**config.mk**
```make
export PLATFORM = sky130hd
export DESIGN_NAME = signed_integer_to_radix_text_top_flat
export DESIGN_NICKNAME = d
export VERILOG_FILES = /design/src/hdl/sitrt_pkg.sv /design/src/hdl/sitrt_req_if.sv /design/src/hdl/sitrt_rsp_if.sv /design/src/hdl/sitrt_ram.sv /design/src/hdl/sitrt_div.sv /design/src/hdl/signed_integer_to_radix_text_top.sv /design/src/flat_wrapper.sv
export VERILOG_INCLUDE_DIRS = /design/src /design/src/hdl
export SDC_FILE = /design/constraint.sdc
export NUM_CORES = 1
export LEC_CHECK = 0
export ABC_AREA = 1
export BUFFER_PORTS_ARGS = -buffer_cell sky130_fd_sc_hd__buf_2
export CORE_UTILIZATION = 45
export CTS_CLUSTER_DIAMETER = 150
export CTS_CLUSTER_SIZE = 12
export DETAILED_ROUTE_END_ITERATION = 16
export HOLD_SLACK_MARGIN = 0.1
export PLACE_DENSITY = 0.71
export REMOVE_ABC_BUFFERS = 1
export SYNTH_ARGS = -nofsm -noshare
export SYNTH_HDL_FRONTEND = slang
export SYNTH_SLANG_ARGS = --single-unit
export TNS_END_PERCENT = 50
```
**constraint.sdc**
```tcl
create_clock -name clock -period 5 [get_ports clock]
set_clock_uncertainty 0.2 [all_clocks]
set_input_delay 1 -clock clock [delete_from_list [all_inputs] [get_ports clock]]
set_output_delay 1 -clock clock [all_outputs]
set_load 0.01 [all_outputs]
```
**src/hdl/signed_integer_to_radix_text_top_macros.svh**
```systemverilog
// Assertion macros shared by the radix text blocks.
// Both forms sample on clock and are disabled while reset is high.
`ifndef SIGNED_INTEGER_TO_RADIX_TEXT_TOP_MACROS_SVH
`define SIGNED_INTEGER_TO_RADIX_TEXT_TOP_MACROS_SVH

// Consequent must hold in the same cycle as the antecedent.
`define SITRT_ASSERT_NOW(lbl, ante, cons, msg) \
   lbl: assert property (@(posedge clock) disable iff (reset) (ante) |-> (cons)) \
      else $error(msg);

// Consequent must hold in the cycle after the antecedent.
`define SITRT_ASSERT_NEXT(lbl, ante, cons, msg) \
   lbl: assert property (@(posedge clock) disable iff (reset) (ante) |=> (cons)) \
      else $error(msg);

`endif

```
**src/hdl/sitrt_pkg.sv**
```systemverilog
// ----------------------------------------------------------------------------
// sitrt_pkg
// Widths, character codes, divider status type and the 64-symbol digit
// alphabet for the radix text converter.
// ----------------------------------------------------------------------------
package sitrt_pkg;

   localparam int RADIX_W = 7;
   localparam int DIGIT_W = 6;
   localparam int CHAR_W  = 7;

   localparam logic [RADIX_W-1:0] RADIX_RESET = 7'd10;
   localparam logic [RADIX_W-1:0] RADIX_MIN   = 7'd2;
   localparam logic [RADIX_W-1:0] RADIX_MAX   = 7'd64;

   localparam logic [CHAR_W-1:0] CHAR_NUL   = 7'h00;
   localparam logic [CHAR_W-1:0] CHAR_MINUS = 7'h2D;
   localparam logic [CHAR_W-1:0] CHAR_ZERO  = 7'h30;
   localparam logic [CHAR_W-1:0] CHAR_LOWER = 7'h61;
   localparam logic [CHAR_W-1:0] CHAR_UPPER = 7'h41;
   localparam logic [CHAR_W-1:0] CHAR_AT    = 7'h40;
   localparam logic [CHAR_W-1:0] CHAR_UNDER = 7'h5F;

   // Divider handshake status
   typedef struct packed {
      logic busy;
      logic done;
   } div_status_type;

   // Map a digit index to its symbol: 0-9, a-z, A-Z, '@', '_'
   function automatic logic [CHAR_W-1:0] digit_to_char(input logic [DIGIT_W-1:0] d);
      logic [CHAR_W-1:0] dx;
      logic [CHAR_W-1:0] ch;
      dx = {1'b0, d};
      if (d < 6'd10) begin
         ch = CHAR_ZERO + dx;
      end else if (d < 6'd36) begin
         ch = CHAR_LOWER + dx - 7'd10;
      end else if (d < 6'd62) begin
         ch = CHAR_UPPER + dx - 7'd36;
      end else if (d == 6'd62) begin
         ch = CHAR_AT;
      end else begin
         ch = CHAR_UNDER;
      end
      return ch;
   endfunction

endpackage

```
**src/hdl/sitrt_req_if.sv**
```systemverilog
// ----------------------------------------------------------------------------
// sitrt_req_if
// Request channel: one signed integer per transfer, valid/ready handshake.
// ----------------------------------------------------------------------------
interface sitrt_req_if #(
   parameter int VALUE_WIDTH = 32
);
   logic                          valid;
   logic                          ready;
   logic signed [VALUE_WIDTH-1:0] value;

   modport source (output valid, output value, input ready);
   modport sink   (input valid, input value, output ready);
endinterface

```
**src/hdl/sitrt_rsp_if.sv**
```systemverilog
// ----------------------------------------------------------------------------
// sitrt_rsp_if
// Response channel: one text character per transfer, valid/ready handshake.
// ----------------------------------------------------------------------------
interface sitrt_rsp_if;
   import sitrt_pkg::*;

   logic              valid;
   logic              ready;
   logic [CHAR_W-1:0] char_code;
   logic              last;
   logic              bad_radix;

   modport source (output valid, output char_code, output last, output bad_radix,
                   input ready);
   modport sink   (input valid, input char_code, input last, input bad_radix,
                   output ready);
endinterface

```
**src/hdl/sitrt_ram.sv**
```systemverilog
// ----------------------------------------------------------------------------
// sitrt_ram
// Generic simple dual-port RAM: one write port, one read port, registered read.
// ----------------------------------------------------------------------------
module sitrt_ram #(
   parameter int WIDTH = 6,
   parameter int DEPTH = 32
) (
   input  logic                     clock,
   input  logic                     wr_en,
   input  logic [$clog2(DEPTH)-1:0] wr_addr,
   input  logic [WIDTH-1:0]         wr_data,
   input  logic [$clog2(DEPTH)-1:0] rd_addr,
   output logic [WIDTH-1:0]         rd_data
);
   logic [WIDTH-1:0] mem_ff [DEPTH];
   logic [WIDTH-1:0] rd_data_ff;

   // Write and registered read
   always_ff @(posedge clock) begin
      if (wr_en) begin
         mem_ff[wr_addr] <= wr_data;
      end
      rd_data_ff <= mem_ff[rd_addr];
   end

   assign rd_data = rd_data_ff;
endmodule

```
**src/hdl/sitrt_div.sv**
```systemverilog
// ----------------------------------------------------------------------------
// sitrt_div
// Restoring divider: unsigned dividend by a radix of at most 64, one quotient
// bit per cycle, one step per dividend bit, done flagged after the last step.
// ----------------------------------------------------------------------------
`include "signed_integer_to_radix_text_top_macros.svh"

module sitrt_div #(
   parameter int WIDTH = 32
) (
   input  logic                           clock,
   input  logic                           reset,
   input  logic                           start,
   input  logic [WIDTH-1:0]               dividend,
   input  logic [sitrt_pkg::RADIX_W-1:0]  divisor,
   output logic [WIDTH-1:0]               quotient,
   output logic [sitrt_pkg::DIGIT_W-1:0]  remainder,
   output sitrt_pkg::div_status_type      status
);
   import sitrt_pkg::*;

   localparam int CNT_W = $clog2(WIDTH + 1);

   logic [WIDTH-1:0]   shr_ff, shr_in;
   logic [RADIX_W-1:0] rem_ff, rem_in;
   logic [RADIX_W-1:0] dvs_ff, dvs_in;
   logic [CNT_W-1:0]   cnt_ff, cnt_in;
   logic               busy_ff, busy_in;
   logic               done_ff, done_in;
   logic [RADIX_W:0]   trial;
   logic               fits;

   // One restoring step: shift in the next dividend bit, subtract if it fits
   always_comb begin
      trial   = {rem_ff, shr_ff[WIDTH-1]};
      fits    = trial >= {1'b0, dvs_ff};
      shr_in  = shr_ff;
      rem_in  = rem_ff;
      dvs_in  = dvs_ff;
      cnt_in  = cnt_ff;
      busy_in = busy_ff;
      done_in = 1'b0;
      if (start) begin
         shr_in  = dividend;
         rem_in  = '0;
         dvs_in  = divisor;
         cnt_in  = CNT_W'(WIDTH);
         busy_in = 1'b1;
      end else if (busy_ff) begin
         shr_in = {shr_ff[WIDTH-2:0], fits};
         rem_in = fits ? RADIX_W'(trial - {1'b0, dvs_ff}) : trial[RADIX_W-1:0];
         cnt_in = cnt_ff - 1'b1;
         if (cnt_ff == CNT_W'(1)) begin
            busy_in = 1'b0;
            done_in = 1'b1;
         end
      end
   end

   // Control state
   always_ff @(posedge clock) begin
      if (reset) begin
         busy_ff <= 1'b0;
         done_ff <= 1'b0;
         cnt_ff  <= '0;
      end else begin
         busy_ff <= busy_in;
         done_ff <= done_in;
         cnt_ff  <= cnt_in;
      end
   end

   // Datapath
   always_ff @(posedge clock) begin
      shr_ff <= shr_in;
      rem_ff <= rem_in;
      dvs_ff <= dvs_in;
   end

   assign quotient    = shr_ff;
   assign remainder   = rem_ff[DIGIT_W-1:0];
   assign status.busy = busy_ff;
   assign status.done = done_ff;

   `SITRT_ASSERT_NOW(a_rem_below_divisor, busy_ff, rem_ff < dvs_ff, "remainder reached divisor")
   `SITRT_ASSERT_NEXT(a_start_busy, start, busy_ff, "divider did not start")
   `SITRT_ASSERT_NOW(a_done_idle, done_ff, !busy_ff, "done while still busy")
endmodule

```
**src/hdl/signed_integer_to_radix_text_top.sv**
```systemverilog
// ----------------------------------------------------------------------------
// signed_integer_to_radix_text_top
// Converts a signed integer to ASCII text in a programmable radix (2..64),
// one character per response, most significant first, '-' for negatives.
// ----------------------------------------------------------------------------
//  channel | dir | handshake   | payload
//  --------+-----+-------------+---------------------------------------
//  req     | in  | valid/ready | value (VALUE_WIDTH, signed)
//  rsp     | out | valid/ready | char_code (7), last, bad_radix
//  csr     | in  | csr_we      | csr_wdata (7) = radix, reset value 10
//
// A nonzero request runs the shared bit-serial divider once per digit after
// the accept cycle, each remainder going to the digit RAM; then a '-' is sent
// for a negative value, then each digit (RAM read, then emit).
// Zero and bad-radix requests yield one response. Ready is high only when idle.
// A stalled response holds the sequencer; reset is synchronous, active high.
// ----------------------------------------------------------------------------
`include "signed_integer_to_radix_text_top_macros.svh"

module signed_integer_to_radix_text_top #(
   parameter int VALUE_WIDTH = 32
) (
   input  logic                          clock,
   input  logic                          reset,
   input  logic                          csr_we,
   input  logic [sitrt_pkg::RADIX_W-1:0] csr_wdata,
   sitrt_req_if.sink                     req,
   sitrt_rsp_if.source                   rsp
);
   import sitrt_pkg::*;

   localparam int ADDR_W = $clog2(VALUE_WIDTH);
   localparam int CNT_W  = $clog2(VALUE_WIDTH + 1);

   localparam logic [2:0] S_IDLE = 3'd0;
   localparam logic [2:0] S_ONE  = 3'd1;
   localparam logic [2:0] S_DIV  = 3'd2;
   localparam logic [2:0] S_SIGN = 3'd3;
   localparam logic [2:0] S_RD   = 3'd4;
   localparam logic [2:0] S_EMIT = 3'd5;

   logic [2:0]         state_ff, state_in;
   logic [RADIX_W-1:0] radix_ff, radix_in;
   logic               neg_ff, neg_in;
   logic [CNT_W-1:0]   cnt_ff, cnt_in;
   logic [ADDR_W-1:0]  idx_ff, idx_in;
   logic [CHAR_W-1:0]  pend_char_ff, pend_char_in;
   logic               pend_bad_ff, pend_bad_in;
   logic               rsp_valid_ff, rsp_valid_in;
   logic [CHAR_W-1:0]  rsp_char_ff, rsp_char_in;
   logic               rsp_last_ff, rsp_last_in;
   logic               rsp_bad_ff, rsp_bad_in;

   logic [VALUE_WIDTH-1:0] val_u;
   logic [VALUE_WIDTH-1:0] mag;
   logic                   radix_ok;
   logic                   slot_free;
   logic [CNT_W-1:0]       cnt_next;

   logic                   div_start;
   logic [VALUE_WIDTH-1:0] div_dividend;
   logic [VALUE_WIDTH-1:0] div_quot;
   logic [DIGIT_W-1:0]     div_rem;
   div_status_type         div_stat;

   logic                   ram_we;
   logic [DIGIT_W-1:0]     ram_rdata;

   // Shared divider
   sitrt_div #(
      .WIDTH(VALUE_WIDTH)
   ) u_div (
      .clock    (clock),
      .reset    (reset),
      .start    (div_start),
      .dividend (div_dividend),
      .divisor  (radix_ff),
      .quotient (div_quot),
      .remainder(div_rem),
      .status   (div_stat)
   );

   // Digit store, least significant digit at address 0
   sitrt_ram #(
      .WIDTH(DIGIT_W),
      .DEPTH(VALUE_WIDTH)
   ) u_digits (
      .clock  (clock),
      .wr_en  (ram_we),
      .wr_addr(cnt_ff[ADDR_W-1:0]),
      .wr_data(div_rem),
      .rd_addr(idx_ff),
      .rd_data(ram_rdata)
   );

   assign val_u     = req.value;
   assign mag       = val_u[VALUE_WIDTH-1] ? (~val_u + 1'b1) : val_u;
   assign radix_ok  = (radix_ff >= RADIX_MIN) && (radix_ff <= RADIX_MAX);
   assign slot_free = !rsp_valid_ff || rsp.ready;
   assign cnt_next  = cnt_ff + 1'b1;

   // Sequencer
   always_comb begin
      state_in     = state_ff;
      radix_in     = csr_we ? csr_wdata : radix_ff;
      neg_in       = neg_ff;
      cnt_in       = cnt_ff;
      idx_in       = idx_ff;
      pend_char_in = pend_char_ff;
      pend_bad_in  = pend_bad_ff;
      rsp_valid_in = rsp_valid_ff && !rsp.ready;
      rsp_char_in  = rsp_char_ff;
      rsp_last_in  = rsp_last_ff;
      rsp_bad_in   = rsp_bad_ff;
      div_start    = 1'b0;
      div_dividend = div_quot;
      ram_we       = 1'b0;
      case (state_ff)
         S_IDLE: begin
            if (req.valid) begin
               neg_in = val_u[VALUE_WIDTH-1];
               if (val_u == '0) begin
                  pend_char_in = CHAR_ZERO;
                  pend_bad_in  = 1'b0;
                  state_in     = S_ONE;
               end else if (!radix_ok) begin
                  pend_char_in = CHAR_NUL;
                  pend_bad_in  = 1'b1;
                  state_in     = S_ONE;
               end else begin
                  div_start    = 1'b1;
                  div_dividend = mag;
                  cnt_in       = '0;
                  state_in     = S_DIV;
               end
            end
         end
         S_ONE: begin
            if (slot_free) begin
               rsp_valid_in = 1'b1;
               rsp_char_in  = pend_char_ff;
               rsp_last_in  = 1'b1;
               rsp_bad_in   = pend_bad_ff;
               state_in     = S_IDLE;
            end
         end
         S_DIV: begin
            // Store each remainder, divide again while the quotient is nonzero
            if (div_stat.done) begin
               ram_we = 1'b1;
               cnt_in = cnt_next;
               if ((div_quot != '0) && (cnt_next < CNT_W'(VALUE_WIDTH))) begin
                  div_start = 1'b1;
               end else begin
                  idx_in   = cnt_ff[ADDR_W-1:0];
                  state_in = neg_ff ? S_SIGN : S_RD;
               end
            end
         end
         S_SIGN: begin
            if (slot_free) begin
               rsp_valid_in = 1'b1;
               rsp_char_in  = CHAR_MINUS;
               rsp_last_in  = 1'b0;
               rsp_bad_in   = 1'b0;
               state_in     = S_RD;
            end
         end
         S_RD: begin
            state_in = S_EMIT;
         end
         S_EMIT: begin
            // Emit digits from most significant down to address 0
            if (slot_free) begin
               rsp_valid_in = 1'b1;
               rsp_char_in  = digit_to_char(ram_rdata);
               rsp_last_in  = (idx_ff == '0);
               rsp_bad_in   = 1'b0;
               if (idx_ff == '0) begin
                  state_in = S_IDLE;
               end else begin
                  idx_in   = idx_ff - 1'b1;
                  state_in = S_RD;
               end
            end
         end
         default: begin
            state_in = S_IDLE;
         end
      endcase
   end

   // Control state
   always_ff @(posedge clock) begin
      if (reset) begin
         state_ff     <= S_IDLE;
         radix_ff     <= RADIX_RESET;
         rsp_valid_ff <= 1'b0;
         cnt_ff       <= '0;
         neg_ff       <= 1'b0;
      end else begin
         state_ff     <= state_in;
         radix_ff     <= radix_in;
         rsp_valid_ff <= rsp_valid_in;
         cnt_ff       <= cnt_in;
         neg_ff       <= neg_in;
      end
   end

   // Payload
   always_ff @(posedge clock) begin
      idx_ff       <= idx_in;
      pend_char_ff <= pend_char_in;
      pend_bad_ff  <= pend_bad_in;
      rsp_char_ff  <= rsp_char_in;
      rsp_last_ff  <= rsp_last_in;
      rsp_bad_ff   <= rsp_bad_in;
   end

   assign req.ready     = (state_ff == S_IDLE);
   assign rsp.valid     = rsp_valid_ff;
   assign rsp.char_code = rsp_char_ff;
   assign rsp.last      = rsp_last_ff;
   assign rsp.bad_radix = rsp_bad_ff;

   `SITRT_ASSERT_NOW(a_bad_is_nul_last, rsp_valid_ff && rsp_bad_ff, (rsp_char_ff == CHAR_NUL) && rsp_last_ff, "bad radix response malformed")
   `SITRT_ASSERT_NOW(a_div_done_in_div, div_stat.done, state_ff == S_DIV, "divider finished outside divide phase")
   `SITRT_ASSERT_NEXT(a_accept_leaves_idle, req.valid && req.ready, state_ff != S_IDLE, "request accepted but sequencer idle")
   `SITRT_ASSERT_NOW(a_count_bound, 1'b1, cnt_ff <= CNT_W'(VALUE_WIDTH), "digit count overflow")
endmodule
```
**src/flat_wrapper.sv**
```systemverilog
// flat-port wrapper written by rule: the top's interface ports become plain ports
module signed_integer_to_radix_text_top_flat import sitrt_pkg::*;
#(
   parameter int VALUE_WIDTH = 32
)
  (clock, reset, csr_we, csr_wdata, req_valid, req_value, req_ready, rsp_valid, rsp_char_code, rsp_last, rsp_bad_radix, rsp_ready);
  sitrt_req_if #(.VALUE_WIDTH(VALUE_WIDTH)) req_i ();
  sitrt_rsp_if rsp_i ();
  input  logic clock;
  input  logic reset;
  input  logic csr_we;
  input  logic [sitrt_pkg::RADIX_W-1:0] csr_wdata;
  input wire logic [$bits(req_i.valid)-1:0] req_valid;
  input wire logic [$bits(req_i.value)-1:0] req_value;
  output wire logic [$bits(req_i.ready)-1:0] req_ready;
  output wire logic [$bits(rsp_i.valid)-1:0] rsp_valid;
  output wire logic [$bits(rsp_i.char_code)-1:0] rsp_char_code;
  output wire logic [$bits(rsp_i.last)-1:0] rsp_last;
  output wire logic [$bits(rsp_i.bad_radix)-1:0] rsp_bad_radix;
  input wire logic [$bits(rsp_i.ready)-1:0] rsp_ready;
  assign req_i.valid = req_valid;
  assign req_i.value = req_value;
  assign req_ready = req_i.ready;
  assign rsp_valid = rsp_i.valid;
  assign rsp_char_code = rsp_i.char_code;
  assign rsp_last = rsp_i.last;
  assign rsp_bad_radix = rsp_i.bad_radix;
  assign rsp_i.ready = rsp_ready;
  signed_integer_to_radix_text_top #(.VALUE_WIDTH(VALUE_WIDTH)) u_core (.clock(clock), .reset(reset), .csr_we(csr_we), .csr_wdata(csr_wdata), .req(req_i), .rsp(rsp_i));
endmodule
```
### Word-level counts from Yosys, hierarchy flattened

Memory sizes are Yosys's and may differ from the RTL's. A register that Yosys moved wholly into a read port is not among the register bits.
Index checks and enable logic that the tools add are counted.
W data, S select, Z words.

* logic and storage cells: 150
* memories: 1
* memory bits (writable): 192
* output and inout port bits: 11
* flip-flop bits (word level): 89
* input bits: 44

Memory list
* u_core.u_digits.mem_ff: words 32, width 6, read ports 1, clocked after Yosys merged registers in 1, write ports 1, RTL line sitrt_ram.sv:16 `logic [WIDTH-1:0] mem_ff [DEPTH];`

* magnitude comparators: 7
* reduce and logical (&&, ||, !) cells: 27
* muxes and demuxes: 63
* $add $sub $neg: 10
* bitwise gates (word level): 2
* equality and inequality tests: 22

Operators by type and width (count)
* $mux W32: 7
* $mux W7: 7
* $mux W6: 7
* $add A32 B1 Y32 const B: 1
* $logic_not A32 Y1: 1
* $not A32 Y32: 1
* $reduce_bool A32 Y1: 1
* $mux W3: 9
* $mux W5: 5
* $pmux W7 S3: 1
* $mux W1: 20
* $lt A6 B6 Y1 const B: 3
* $ne A2 B2 Y1 const B: 9
* $pmux W3 S6: 1
* $reduce_and A5 Y1: 3
* $add A7 B6 Y7 const A: 2
* $ne A2 B1 Y1 const B: 6
* $pmux W6 S2: 1
* $pmux W5 S2: 1
* $ge A8 B7 Y1: 1
* $reduce_bool A2 Y1: 4
* $add A6 B6 Y7 const A: 1
* $ge A7 B2 Y1 const B: 1
* $le A7 B7 Y1 const B: 1
* 28 further kinds: 37

### Depth between registers and ports, before layout

* depth in word-level cells: 8
* mapped depth: 15
* depth with buffers taken out: 15

### By module

A second synthesis with hierarchy kept.

* cell total of the unflattened synthesis: 1607
* area, all modules: 14366.3 sq um

By module, submodules not included
* sitrt_ram: cells each 704, sequential area each 5885.6 sq um, instances 1, area an instance 8077.7 sq um
* signed_integer_to_radix_text_top: cells each 585, sequential area each 840.8 sq um, instances 1, area an instance 3544.6 sq um
* sitrt_div: cells each 318, sequential area each 1471.4 sq um, instances 1, area an instance 2743.9 sq um

### Worst setup path after synthesis

OpenSTA, ideal clock, no wires.

* path type: input to register
* start: in req_value[0]
* end: reg u_core.u_div.shr_ff[0], in the netlist u_core.u_div.quotient[0], enable pin
* cell stages on the path: 12
* path buffers: 2
* setup time: 0.425 ns
* setup slack: 0.854 ns
* required time: 4.375 ns
* arrival: 3.521 ns
* path through: inv_1 -> ha_1 -> nand2_1 -> nor2_2 -> nand2_1 -> nor2_2 -> nand2_1 -> nand3_2 -> nand2_2 -> buf_6 -> buf_6 -> o21ai_1

* cells in the longest elaborated chain, start to end: 6
* elaborated cells on any way between the ends: 10
* those cells by class: eq/ne (4); mux (3); reduce/logical (3)

Ends and longest elaborated chain
* start, declared: RTL line flat_wrapper.sv:14 `input wire logic [$bits(req_i.value)-1:0] req_value;`
* $logic_not A32 Y1 (*): RTL line signed_integer_to_radix_text_top.sv:122 `if (val_u == '0) begin`
* $mux W1: RTL line signed_integer_to_radix_text_top.sv:122
* $mux W1: RTL line signed_integer_to_radix_text_top.sv:120 `if (req.valid) begin`
* $pmux W1 S2: RTL line signed_integer_to_radix_text_top.sv:118 `case (state_ff)`
* $ne A2 B1 Y1 (no source line) (tied with other cells)
* $reduce_and A5 Y1 (no source line) (*)
* end signal, assigned: RTL line sitrt_div.sv:75 `shr_ff <= shr_in;`
* end, declared: RTL line sitrt_div.sv:24 `logic [WIDTH-1:0] shr_ff, shr_in;`

Every way passes the cells marked *; elsewhere a longest branch is shown, timed or not.
A chain may end at the register's enable or synchronous reset.

### Final worst setup path

* start: in req_value[31]
* end: reg u_core.u_div.shr_ff[8], in the netlist u_core.u_div.quotient[8], enable pin

Same word-level chain as after synthesis.

==> flow_summary.json <==
{
  "synth_cells": 1390,
  "yosys.cell_count.top_type": "edfxtp_1",
  "cap_violations": 0,
  "hold_violations": 0,
  "htree_levels": 1,
  "synth.area.top_cells": "edfxtp_1 54%, nor2_1 5.9%, nand2_1 5.8%, dfxtp_1 5.7%, o21ai_0 5.5%",
  "yosysUniqueCellTypes": 41,
  "port_buffers": 54,
  "cp-start-kind": "input pin",
  "setup_tns_ns": 0,
  "cp_data_arrival_time_ns": 3.30,
  "seqCellArea_um2": 8200,
  "status": "finished clean",
  "clockPowerShare_pct": 25.8,
  "post_cts_resized": 0,
  "root_buffer": "clkbuf_16",
  "die_area_um2": 31000,
  "cts.clk_slew.worst_paths_ns": 0.06,
  "die_h_um": 176,
  "cts_buffers": 27,
  "hpwlAfterDp_mm": 19.8,
  "grt_max_degree": 104,
  "synth_top_area_cell": "edfxtp_1",
  "period_share_pct": 65.9,
  "antenna_found_initial": 0,
  "area_delta_synth_final_pct": 9.87,
  "core_um2": 29700,
  "cts_setup_buffers": 0,
  "clock_latency_ns": 0.55,
  "dr.pass1.iters": 5,
  "cpPeakStageDelay_ns": 0.50,
  "report.final.slew_viol_count": 0,
  "drtIter0Drc": 989,
  "synthesis.area_um2": 13600,
  "setup_viol": 0,
  "p_leak_nw": 5.68,
  "ant_nets": 0,
  "hp-class": "flip-flop to flip-flop",
  "multiInputGateArea_um2": 4620,
  "swShare_pct": 34.9,
  "r2r-end": "u_core.u_div.quotient[8]",
  "rsz0062_at_grt": "no",
  "cp-end-kind": "flip-flop",
  "setup.worst_path.start": "req_value[31]",
  "critPathRequiredTime_ns": 5.01,
  "ys_top_cells_by_count": "247 x edfxtp_1, 213 x nor2_1, 211 x nand2_1",
  "pwr-share-seq_pct": 44.3,
  "synth_top_family_by_area": "simple AND/OR/NAND/NOR gates",
  "place_congestion": 0.889,
  "synth-xor-area-share_pct": 1.86,
  "worstPathCellList": "buf_2 -> inv_2 -> nand2_2 -> nor2_2 -> nand2_1 -> nor2_2 -> nand2_1 -> nand3_2 -> nand2_2 -> o21ai_2 -> buf_4",
  "diodes": 0,
  "grt_pass1_vias": 9549,
  "overflow": 0,
  "row_count": 63,
  "tritoncts": "done",
  "power_density_nw_per_um2": 484,
  "die_x_um": 176,
  "final_layout_size_suffix_gt1_share_pct": 11.1,
  "crit_end": "u_core.u_div.quotient[8]",
  "fill_cells": 2647,
  "grt_use_total_pct": 20.1,
  "drc": 0,
  "grt_first_pass_wirelength_mm": 49.9,
  "wl_per_cell_um": 16.7,
  "start_util_pct": 45.9,
  "synthAdderAreaFrac_pct": 2.07,
  "syn_avg_cell_area_um2": 9.81,
  "maxSlewHeadroom_pct": 23.7,
  "power.total_mw": 7.25,
  "r2r_cells": 9,
  "synth_top_area_share_pct": 54.4,
  "final_nets": 1496,
  "fmax_mhz": 304,
  "muxShareOfSynthArea_pct": 0,
  "cpMaxStageDelayCell": "o21ai_2",
  "worstReg2RegStart": "u_core.cnt_ff[2]",
  "synth_edf_count": 247,
  "synth_flop_cell": "edfxtp_1",
  "worstPathMaxFanout": 29,
  "synth-seq-cells": 286,
  "wl_mm": 30.6,
  "rrSetupSlack_ns": 2.08,
  "io_pins": 55,
  "pwr-share-comb_pct": 30.0,
  "ir_drop_uv": 309,
  "vias": 10000,
  "synthSimpleGateAreaFrac_pct": 18.8,
  "net-switching-power_mw": 2.53,
  "path_class": "input pin to flip-flop",
  "via_per_inst": 5.44,
  "ys_seq_area_share_pct": 60.1,
  "cts.sinks": 286,
  "synth-warning-count": 0,
  "synth_compound_area_share_pct": 11.1,
  "postCtsHoldBufs": 0,
  "p_int_mw": 4.72,
  "fin_crit_ns": 3.29,
  "clockBufferDepth": 3,
  "async_flop_share_pct": 0,
  "worstMarginPinSlew_ns": 1.14
}
==> area by class of cell <==
class	count	share of cell area [%]
Tap cell	390	3.26
Clock inverter	2	0.159
Timing Repair Buffer	67	2.46
Multi-Input combinational cell	905	30.8
Clock buffer	47	5.01
Sequential cell	286	54.7
Inverter	143	3.60
==> stage by stage <==
step / area (µm²) / hold slack [ns] / util [%] / cells / worst slack (ns)
2_1_floorplan: 13300 / 0.208 / - / 1334 / 0.345
5_1_grt: 15000 / 0.256 / 50.4 / 1840 / 1.50
3_5_place_dp: 14200 / 0.222 / 47.8 / 1791 / 1.15
3_3_place_gp: 14200 / 0.219 / 47.8 / 1791 / 1.23
4_1_cts: 15000 / 0.242 / 50.4 / 1840 / 1.70
6_report: 15000 / 0.239 / 50.4 / 1840 / 1.71
==> logic make-up after synthesis <==
| logic type | after synthesis |
|---|---|
| DFF | 286 |
| and+or+nand+nor | 591 |
| buffers and inverters | 199 |
| xor gates and xnor gates | 29 |
| adders and majority gates | 22 |
| AOI/OAI and AO/OA | 263 |
==> critical path: cells and delay by family <==
| kind | cells | cell delay, ns |
|---|---|---|
| AO/OA/AOI/OAI | 1 | 0.50 |
| buffers and inverters | 3 | 0.95 |
| AND/OR/NAND/NOR | 7 | 0.83 |
==> worst min-delay path by stage <==
stage	startpoint	endpoint	slack, ns	cells after the start
3_3_place_gp	u_core.radix_ff[6]	u_core.u_div.dvs_ff[6]	0.22	0
3_5_place_dp	u_core.radix_ff[6]	u_core.u_div.dvs_ff[6]	0.22	0
2_1_floorplan	u_core.radix_ff[6]	u_core.u_div.dvs_ff[6]	0.21	0
5_1_grt	u_core.radix_ff[6]	u_core.u_div.dvs_ff[6]	0.26	0
4_1_cts	u_core.radix_ff[6]	u_core.u_div.dvs_ff[6]	0.24	0
6_report	u_core.radix_ff[6]	u_core.u_div.dvs_ff[6]	0.24	0
==> layer usage <==
metal | wire length (µm) | track usage, % | up-vias
met1 | 13400 | 27.2 | 4707
met3 | 1780 | 2.37 | 63
met5 | 0 | 0 | -
met4 | 895 | 6.45 | 0
li1 | - | - | 4874
met2 | 14600 | 33.8 | 357
==> sequential cells by signal (all words and copies together), names as in the netlist, 5 cells and up <==
signal                   flops
u_core.u_digits.mem_ff     192
u_core.u_div.quotient       32
u_core.radix_ff              7
u_core.rsp.char_code         7
u_core.u_div.dvs_ff          7
u_core.u_div.rem_ff          7
u_core.cnt_ff                6
u_core.u_digits.rd_data      6
u_core.u_div.cnt_ff          6
u_core.idx_ff                5
==> power by group through the flow <==
stage               clock network [mW]  logic, mW  registers [mW]
global placement                     0       2.08            3.25
global route                      1.98       2.45            3.24
floorplan                            0       1.38            3.34
CTS                               1.89       2.17            3.21
finish                            1.87       2.17            3.21
detailed placement                   0       2.16            3.25
==> cells in the final DEF, fill, tap and decap left out, types with 2 or more instances in the layout <==
cell,instances
clkbuf_1,20
buf_2,54
edfxtp_1,247
or2_2,5
nor3_2,2
clkinv_1,3
and2_1,7
o211ai_1,3
xnor2_1,6
nand3b_1,2
buf_4,13
nand2_1,211
clkbuf_16,27
inv_2,14
ha_1,21
inv_1,126
nand4_1,16
a21oi_1,41
nand3_1,91
nor2_2,11
dfxtp_1,39
nand3_2,4
nand2_2,15
nor2_1,213
o21ai_0,149
a31oi_1,2
o22ai_1,6
nor3_1,9
xor2_1,23
nor3_4,2
a21oi_2,9
o221ai_1,36
o21ai_1,14
Power figures use the tool's default switching activity.
